### src/rtl/ps2md_pkg.sv
// Shared types and constants for the PS/2 mouse packet decoder.
package ps2md_pkg;

    // Header byte bit positions
    localparam int unsigned HDR_ALWAYS_ONE = 3;
    localparam int unsigned HDR_X_SIGN     = 4;
    localparam int unsigned HDR_Y_SIGN     = 5;
    localparam int unsigned HDR_X_OVF      = 6;
    localparam int unsigned HDR_Y_OVF      = 7;

    localparam int unsigned NUM_BUTTONS = 3;
    localparam int unsigned BUTTON_W    = 2;

    // Packet byte positions
    localparam logic [1:0] POS_HEADER = 2'd0;
    localparam logic [1:0] POS_X      = 2'd1;
    localparam logic [1:0] POS_Y      = 2'd2;

    // Event kinds
    localparam logic EV_BUTTON = 1'b0;
    localparam logic EV_MOVE   = 1'b1;

    // Register addresses (word index)
    localparam logic REG_ENABLE = 1'b0;

    // Job queue between front and back
    localparam int unsigned QUEUE_DEPTH = 2;
    localparam int unsigned QUEUE_AW    = $clog2(QUEUE_DEPTH);
    localparam int unsigned QUEUE_CW    = $clog2(QUEUE_DEPTH + 1);

    // One decoded packet: button changes, new button state, movement
    typedef struct packed {
        logic [NUM_BUTTONS-1:0] changes;
        logic [NUM_BUTTONS-1:0] buttons;
        logic                   move;
        logic signed [7:0]      dx;
        logic signed [7:0]      dy;
    } t_job;

    // Queue status toward the back end
    typedef struct packed {
        logic valid;
        t_job job;
    } t_queue_head;

endpackage

### src/rtl/ps2md_front.sv
// Front end: gathers packet bytes, validates the header and builds event jobs.
module ps2md_front import ps2md_pkg::*; (
    input  logic       i_clk,
    input  logic       i_rst_n,
    input  logic       i_enable,
    input  logic       i_accept,
    input  logic [7:0] i_data_byte,
    output logic       o_push,
    output t_job       o_job
);

    logic [1:0]             r_pos;
    logic [1:0]             n_pos;
    logic [7:0]             r_header;
    logic [7:0]             r_xbyte;
    logic [NUM_BUTTONS-1:0] r_prev;
    logic                   pkt_done;
    logic                   pkt_ok;
    logic [NUM_BUTTONS-1:0] buttons;
    logic [NUM_BUTTONS-1:0] changes;
    logic signed [7:0]      dx;
    logic signed [7:0]      dy;

    // Clamp a 9-bit two's complement delta to -127..127
    function automatic logic [7:0] clamp_delta(input logic [7:0] low, input logic neg);
        logic [7:0] res;
        if (neg) begin
            res = (low <= 8'h80) ? 8'h81 : low;
        end else begin
            res = low[7] ? 8'h7F : low;
        end
        return res;
    endfunction

    // Decode the packet completed by the current word
    always_comb begin
        pkt_done = i_accept && i_enable && (r_pos != POS_HEADER) && (r_pos != POS_X);
        pkt_ok   = r_header[HDR_ALWAYS_ONE] && !r_header[HDR_X_OVF] && !r_header[HDR_Y_OVF];
        buttons  = r_header[NUM_BUTTONS-1:0];
        changes  = buttons ^ r_prev;
        dx       = clamp_delta(r_xbyte, r_header[HDR_X_SIGN]);
        dy       = clamp_delta(i_data_byte, r_header[HDR_Y_SIGN]);
        o_job.changes = changes;
        o_job.buttons = buttons;
        o_job.move    = (dx != 8'sd0) || (dy != 8'sd0);
        o_job.dx      = dx;
        o_job.dy      = dy;
        o_push        = pkt_done && pkt_ok && ((changes != '0) || o_job.move);
    end

    // Advance the byte position
    always_comb begin
        n_pos = r_pos;
        if (i_accept && i_enable) begin
            unique case (r_pos)
                POS_HEADER: n_pos = POS_X;
                POS_X:      n_pos = POS_Y;
                default:    n_pos = POS_HEADER;
            endcase
        end
    end

    // Hold position, header, X byte and previous buttons
    always_ff @(posedge i_clk) begin
        if (!i_rst_n) begin
            r_pos    <= POS_HEADER;
            r_header <= '0;
            r_xbyte  <= '0;
            r_prev   <= '0;
        end else begin
            r_pos <= n_pos;
            if (i_accept && i_enable && (r_pos == POS_HEADER)) begin
                r_header <= i_data_byte;
            end
            if (i_accept && i_enable && (r_pos == POS_X)) begin
                r_xbyte <= i_data_byte;
            end
            if (pkt_done && pkt_ok) begin
                r_prev <= buttons;
            end
        end
    end

`ifndef ASSERT_OFF
    a_pos_range: assert property (@(posedge i_clk) disable iff (!i_rst_n)
        r_pos != 2'd3)
        else $error("byte position reached an unused value");
`endif

endmodule

### src/rtl/ps2md_queue.sv
// Short job queue in flip-flops between the front and back ends.
module ps2md_queue import ps2md_pkg::*; (
    input  logic        i_clk,
    input  logic        i_rst_n,
    input  logic        i_push,
    input  t_job        i_job,
    input  logic        i_pop,
    output logic        o_full,
    output t_queue_head o_head
);

    t_job                r_mem [QUEUE_DEPTH];
    logic [QUEUE_AW-1:0] r_wr_ptr;
    logic [QUEUE_AW-1:0] r_rd_ptr;
    logic [QUEUE_CW-1:0] r_count;
    logic                do_push;
    logic                do_pop;

    assign o_full       = (r_count == QUEUE_CW'(QUEUE_DEPTH));
    assign o_head.valid = (r_count != '0);
    assign o_head.job   = r_mem[r_rd_ptr];
    assign do_push      = i_push && !o_full;
    assign do_pop       = i_pop && o_head.valid;

    // Advance pointers and occupancy
    always_ff @(posedge i_clk) begin
        if (!i_rst_n) begin
            r_wr_ptr <= '0;
            r_rd_ptr <= '0;
            r_count  <= '0;
        end else begin
            if (do_push) begin
                r_wr_ptr <= (r_wr_ptr == QUEUE_AW'(QUEUE_DEPTH - 1)) ? '0 : r_wr_ptr + 1'b1;
            end
            if (do_pop) begin
                r_rd_ptr <= (r_rd_ptr == QUEUE_AW'(QUEUE_DEPTH - 1)) ? '0 : r_rd_ptr + 1'b1;
            end
            if (do_push && !do_pop) begin
                r_count <= r_count + 1'b1;
            end else if (do_pop && !do_push) begin
                r_count <= r_count - 1'b1;
            end
        end
    end

    // Store pushed jobs
    always_ff @(posedge i_clk) begin
        if (do_push) begin
            r_mem[r_wr_ptr] <= i_job;
        end
    end

`ifndef ASSERT_OFF
    a_no_overflow: assert property (@(posedge i_clk) disable iff (!i_rst_n)
        !(i_push && o_full))
        else $error("job pushed into a full queue");
    a_count_range: assert property (@(posedge i_clk) disable iff (!i_rst_n)
        r_count <= QUEUE_CW'(QUEUE_DEPTH))
        else $error("queue occupancy out of range");
`endif

endmodule

### src/rtl/ps2md_back.sv
// Back end: expands one job into button and move events, one word per cycle while i_stall is low.
module ps2md_back import ps2md_pkg::*; (
    input  logic                i_clk,
    input  logic                i_rst_n,
    input  t_queue_head         i_head,
    output logic                o_pop,
    output logic                o_valid,
    input  logic                i_stall,
    output logic                o_event_kind,
    output logic [BUTTON_W-1:0] o_button_id,
    output logic                o_button_down,
    output logic signed [7:0]   o_delta_x,
    output logic signed [7:0]   o_delta_y,
    output logic                o_last
);

    t_job                r_work;
    t_job                n_work;
    logic                r_work_valid;
    logic                n_work_valid;
    logic                r_out_valid;
    logic                out_load;
    logic                found;
    logic [BUTTON_W-1:0] pick_id;
    logic                pick_down;
    logic                pick_move;
    logic                work_done;
    logic                r_kind;
    logic [BUTTON_W-1:0] r_id;
    logic                r_down;
    logic signed [7:0]   r_dx;
    logic signed [7:0]   r_dy;
    logic                r_last;

    assign out_load = !r_out_valid || !i_stall;

    // Pick the next event: buttons left to middle, then movement
    always_comb begin
        found     = 1'b0;
        pick_id   = '0;
        pick_down = 1'b0;
        n_work    = r_work;
        for (int b = 0; b < NUM_BUTTONS; b++) begin
            if (!found && r_work.changes[b]) begin
                found            = 1'b1;
                pick_id          = BUTTON_W'(b);
                pick_down        = r_work.buttons[b];
                n_work.changes[b] = 1'b0;
            end
        end
        pick_move = !found;
        if (pick_move) begin
            n_work.move = 1'b0;
        end
        work_done = (n_work.changes == '0) && !n_work.move;
    end

    // Refill the work register from the queue
    always_comb begin
        n_work_valid = r_work_valid;
        o_pop        = 1'b0;
        if (r_work_valid && out_load) begin
            if (work_done) begin
                n_work_valid = i_head.valid;
                o_pop        = i_head.valid;
            end
        end else if (!r_work_valid) begin
            n_work_valid = i_head.valid;
            o_pop        = i_head.valid;
        end
    end

    // Hold control state
    always_ff @(posedge i_clk) begin
        if (!i_rst_n) begin
            r_work_valid <= 1'b0;
            r_out_valid  <= 1'b0;
        end else begin
            r_work_valid <= n_work_valid;
            if (out_load) begin
                r_out_valid <= r_work_valid;
            end
        end
    end

    // Load work and output words
    always_ff @(posedge i_clk) begin
        if (o_pop) begin
            r_work <= i_head.job;
        end else if (r_work_valid && out_load) begin
            r_work <= n_work;
        end
        if (r_work_valid && out_load) begin
            r_kind <= pick_move ? EV_MOVE : EV_BUTTON;
            r_id   <= pick_id;
            r_down <= pick_down;
            r_dx   <= pick_move ? r_work.dx : 8'sd0;
            r_dy   <= pick_move ? r_work.dy : 8'sd0;
            r_last <= work_done;
        end
    end

    assign o_valid       = r_out_valid;
    assign o_event_kind  = r_kind;
    assign o_button_id   = r_id;
    assign o_button_down = r_down;
    assign o_delta_x     = r_dx;
    assign o_delta_y     = r_dy;
    assign o_last        = r_last;

`ifndef ASSERT_OFF
    a_work_nonempty: assert property (@(posedge i_clk) disable iff (!i_rst_n)
        r_work_valid |-> ((r_work.changes != '0) || r_work.move))
        else $error("work register holds a job without events");
    a_button_no_delta: assert property (@(posedge i_clk) disable iff (!i_rst_n)
        (r_out_valid && (r_kind == EV_BUTTON)) |-> ((r_dx == 8'sd0) && (r_dy == 8'sd0)))
        else $error("button event carries movement");
`endif

endmodule

### src/rtl/ps2_mouse_packet_decoder.sv
// PS/2 mouse packet decoder top level: register port, front end, job queue, back end.
//
// Takes one raw mouse byte per word and gathers three-byte packets (header, X, Y) while
// the enable register is set; words taken while it is clear are dropped. A byte is
// taken every cycle as long as the two-entry job queue has room; o_stall rises only
// while that queue is full. A complete, valid packet with a button change or movement
// becomes one job holding its button changes and clamped deltas; the back end turns a job
// into 1 to 4 events (button presses or releases left, right, middle, then one move), one
// per cycle while i_stall is low, and marks the final event with o_last. The first event
// passes through the job queue, work register and output register. Packets with header
// bit 3 clear or an overflow bit set give no events and leave the button state alone.
module ps2_mouse_packet_decoder import ps2md_pkg::*; (
    input  logic                i_clk,
    input  logic                i_rst_n,
    // Register port
    input  logic                psel,
    input  logic                penable,
    input  logic                pwrite,
    input  logic [2:0]          paddr,
    input  logic [31:0]         pwdata,
    output logic [31:0]         prdata,
    output logic                pready,
    // Byte input
    input  logic                i_valid,
    output logic                o_stall,
    input  logic [7:0]          i_data_byte,
    // Event output
    output logic                o_valid,
    input  logic                i_stall,
    output logic                o_event_kind,
    output logic [BUTTON_W-1:0] o_button_id,
    output logic                o_button_down,
    output logic signed [7:0]   o_delta_x,
    output logic signed [7:0]   o_delta_y,
    output logic                o_last
);

    logic        r_enable;
    logic        cfg_write;
    logic        in_accept;
    logic        q_full;
    logic        push;
    logic        pop;
    t_job        job;
    t_queue_head head;

    // Register port: single enable bit at word zero
    assign pready    = 1'b1;
    assign cfg_write = psel && penable && pwrite && pready;
    assign prdata    = (paddr[2] == REG_ENABLE) ? {31'b0, r_enable} : 32'b0;

    always_ff @(posedge i_clk) begin
        if (!i_rst_n) begin
            r_enable <= 1'b0;
        end else if (cfg_write && (paddr[2] == REG_ENABLE)) begin
            r_enable <= pwdata[0];
        end
    end

    // Stall input words while the job queue is full
    assign o_stall   = q_full;
    assign in_accept = i_valid && !o_stall;

    ps2md_front u_front (
        .i_clk       (i_clk),
        .i_rst_n     (i_rst_n),
        .i_enable    (r_enable),
        .i_accept    (in_accept),
        .i_data_byte (i_data_byte),
        .o_push      (push),
        .o_job       (job)
    );

    ps2md_queue u_queue (
        .i_clk   (i_clk),
        .i_rst_n (i_rst_n),
        .i_push  (push),
        .i_job   (job),
        .i_pop   (pop),
        .o_full  (q_full),
        .o_head  (head)
    );

    ps2md_back u_back (
        .i_clk         (i_clk),
        .i_rst_n       (i_rst_n),
        .i_head        (head),
        .o_pop         (pop),
        .o_valid       (o_valid),
        .i_stall       (i_stall),
        .o_event_kind  (o_event_kind),
        .o_button_id   (o_button_id),
        .o_button_down (o_button_down),
        .o_delta_x     (o_delta_x),
        .o_delta_y     (o_delta_y),
        .o_last        (o_last)
    );

endmodule
### config.mk
export PLATFORM = sky130hd
export DESIGN_NAME = ps2_mouse_packet_decoder
export DESIGN_NICKNAME = d
export VERILOG_FILES = /design/src/rtl/ps2md_pkg.sv /design/src/rtl/ps2md_front.sv /design/src/rtl/ps2md_queue.sv /design/src/rtl/ps2md_back.sv /design/src/rtl/ps2_mouse_packet_decoder.sv
export SDC_FILE = /design/constraint.sdc
export NUM_CORES = 1
export LEC_CHECK = 0
export BUFFER_PORTS_ARGS = -buffer_cell sky130_fd_sc_hd__clkbuf_2
export CAP_MARGIN = 5
export CORE_ASPECT_RATIO = 1.1
export CORE_MARGIN = 8
export CORE_UTILIZATION = 40
export CTS_BUF_LIST = sky130_fd_sc_hd__clkbuf_4 sky130_fd_sc_hd__clkbuf_8
export DETAILED_ROUTE_END_ITERATION = 7
export PLACE_DENSITY = 0.6
export SYNTH_ARGS = -nofsm -noshare
export SYNTH_HDL_FRONTEND = slang
export SYNTH_SLANG_ARGS = --single-unit
### constraint.sdc
create_clock -name i_clk -period 4.1 [get_ports i_clk]
set_clock_uncertainty 0.1 [all_clocks]
set_input_delay 0 -clock i_clk [delete_from_list [all_inputs] [get_ports i_clk]]
set_output_delay 0 -clock i_clk [all_outputs]
set_load 0.05 [all_outputs]
==> results.toml <==
[place]
globalplace.congestion = 0.714
place_hpwl_microns = 5530
placement.io_buffers = 40
placed_cell_area_sq_um = 5270

[power_and_ir_drop]
power.leakage_uw = 0.00192
p_sw_frac = 0.225
power_density_nw_per_um2 = 424
p_seq_frac = 0.522
clkPwrFrac = 0.435
power_switching_uw = 552
ir_drop_mv = 0.193
p_comb_frac = 0.043
p_int_uw = 1900

[hold_path]
hold_end = "u_back.o_valid"
hold_path.class = "in -> reg"
hp-start = "i_rst_n"
hold_depth = 2

[global_route]
grt_max_degree = 31
grt_pass1_wl_microns = 13300
gr-total-overflow = 0
grt_pass1_vias = 2759
track_usage = 0.104
antenna_found_initial = 0

[synthesis]
synth_top_area_cell = "edfxtp_1"
netlist_top_cells_area = "edfxtp_1 (54%), dfxtp_1 (12%), mux2i_1 (9.1%), buf_4 (5.1%), nor2b_1 (3.1%)"
syn_inst = 366
synthTopCellsByCount = "edfxtp_1 (90), mux2i_1 (46), buf_4 (34)"
ys.flop_type = "edfxtp_1"
synth_fa_ha_area_frac = 0.0263
yosys_warnings = 0
synthSimpleGateAreaFrac = 0.117
synth.most_common_cell = "edfxtp_1"
seq_area_frac_synth = 0.651
syn_area_sq_um = 5040
synthXorXnorAreaFrac = 0.00869
muxShareOfSynthArea = 0.0980
synth_top_family_by_area = "simple AND/OR/NAND/NOR gates"
synth-seq-cells = 119
ys_types = 48
synth_top_area_frac = 0.536
syn_avg_cell_area_sq_um = 13.8
synth_enable_flop_cells = 90
synth_compound_area_frac = 0.0283
synthArstFlopShare = 0

[clocking]
cts_made_buffers = 17
cts_max_path_buffers = 2
post_cts_resized = 0
clk-insertion-delay-late_ns = 0.42
root_buffer = "clkbuf_8"
clock_sinks = 119
cts_tree = "done"
htree_levels = 4
path_clk_slew_ns = 0.07

[job]
cap_violations = 0

[floorplan]
start_util = 0.404
pin_count = 106
core.rowCount = 43
die_area_sq_um = 16500
fp.dieW_microns = 123
die_h_microns = 134
core_sq_um = 12500

[cells_and_area]
num_antenna_cells = 0
finalInstanceArea_sq_um = 5800
final_nets = 472
syn_to_final_growth_pct = 15.0
drive_gt1_frac = 0.207

[critical_path]
crit_type = "reg -> reg"
cp_max_fo = 5
r2r_end = "u_queue.r_count[1]"
critPathLaunchType = "register"
required_ns = 4.34
regToRegSetupSlack_ns = 1.57
r2r_cells = 7
end_kind = "register"
rr_startpoint = "u_front.r_header[1]"
arrival_ns = 2.77

[detailed_routing]
dr.first_iter.drc_count = 141
via_per_inst = 4.56
post_drt_wl_per_cell_microns = 13.5
vias = 2693
postRouteAntennaNets = 0
drc = 0
routed_wl_microns = 7950
drt_first_pass_iters = 4

[sta]
totalNegativeSetupSlack_ns = 0
min_period_ns = 2.53
max_slew_margin = 0.188
max_clock_freq_mhz = 396
grt_setup_unrepaired = "false"
period_share = 0.616
setup_violations = 0
finalMaxSlewViolations = 0
hold_viol_final = 0
worstMarginPinSlew_ns = 1.21
hold_ws_ns = 0.0617

[status]
status = "finished, final reports clean"
metrics by stage:
stage / utilization / instances / worst slack, ns / power, uW
6_report: 0.464 / 591 / 1.57 / 2460
5_1_grt: 0.464 / 591 / 1.39 / 2550
4_1_cts: 0.464 / 591 / 1.54 / 2480
3_5_place_dp: 0.422 / 548 / 1.57 / 1410
3_3_place_gp: 0.422 / 548 / 1.62 / 1410
2_1_floorplan: - / 396 / 1.53 / 1410
cell type report:
cell class,instances,area [sq um]
flip-flops and latches,119,3280
fillers,1134,6690
multi-input cells,222,1540
repair buffers,55,340
well taps,157,196
clock inverters,15,180
clock buffers,17,234
inverters,6,22.5
sequential cells by signal (all words and copies together), names as in the netlist, 2 cells and up, named ones only:
| register | cells |
|---|---|
| u_back.o_delta_x | 8 |
| u_queue.r_count | 2 |
| u_front.r_pos | 2 |
| u_back.o_delta_y | 8 |
| u_front.r_xbyte | 8 |
| u_front.r_prev | 3 |
| u_back.n_work | 19 |
| u_front.r_header | 8 |
| u_back.o_button_id | 2 |
| u_queue.r_mem | 46 |
| u_back.r_work | 4 |
power by group through the flow:
stage / logic (uW) / registers (uW) / clock network [uW]
5_1_grt: 112 / 1280 / 1150
2_1_floorplan: 106 / 1310 / 0
6_report: 106 / 1280 / 1070
4_1_cts: 105 / 1280 / 1100
3_3_place_gp: 96.1 / 1310 / 0
3_5_place_dp: 97.2 / 1310 / 0
critical path: stages (launching register included):
cell      delay, ns
dfxtp_1        0.45
xor2_1         0.15
or3_1          0.45
o41ai_2        0.35
inv_1          0.09
ha_1           0.32
or3_1          0.37
a21boi_0       0.18
routing by layer:
layer | share of wire | vias to the layer above | GRT usage
li1 | - | 1355 | -
met1 | 0.44 | 1239 | 0.120
met2 | 0.46 | 86 | 0.161
met3 | 0.080 | 13 | 0.0419
met4 | 0.019 | 0 | 0.0556
met5 | 0 | - | 0
placed cells by master, fill, tap and decap left out, types with 4 or more instances in the layout:
cell type and instances:
and2_1 18, dlygate4sd3_1 11, clkbuf_2 40, clkbuf_8 17, nor2_1 28, mux2i_1 46, nor2b_1 25, edfxtp_1 90
buf_4 4, clkinvlp_4 5, clkinv_4 4, dfxtp_1 29, xor2_1 4, conb_1 32, nand2_1 10, inv_1 5
maj3_1 12
what timing repair did:
| item | in CTS | in global routing |
|---|---|---|
| buffers inserted | 0 | 0 |
| endpoints found under the hold margin | 37 | 0 |
| hold buffers | 11 | 0 |
| endpoints found under the setup margin | 0 | 0 |
how the worst max path moves through the flow:
stage	cells past startpoint	endpoint	slack, ns	start
after floorplan	4	u_queue.r_mem[1][0]	1.53	u_queue.r_count[1]
after global placement	7	u_queue.r_count[1]	1.62	u_front.r_header[1]
after detailed placement	7	u_queue.r_count[1]	1.57	u_front.r_header[1]
after CTS	7	u_queue.r_count[1]	1.54	u_front.r_header[1]
after global routing	6	u_back.r_work[16]	1.39	u_back.r_work[20]
final	7	u_queue.r_count[1]	1.57	u_front.r_header[1]
logic make-up after synthesis:
family                     Yosys count
AOI/OAI and AO/OA                   20
muxes                               49
other                                2
and+or+nand+nor                    103
buffers and inverters               55
adders and majority gates           13
DFF                                119
xor gates and xnor gates             5
Power figures use the tool's default switching activity.
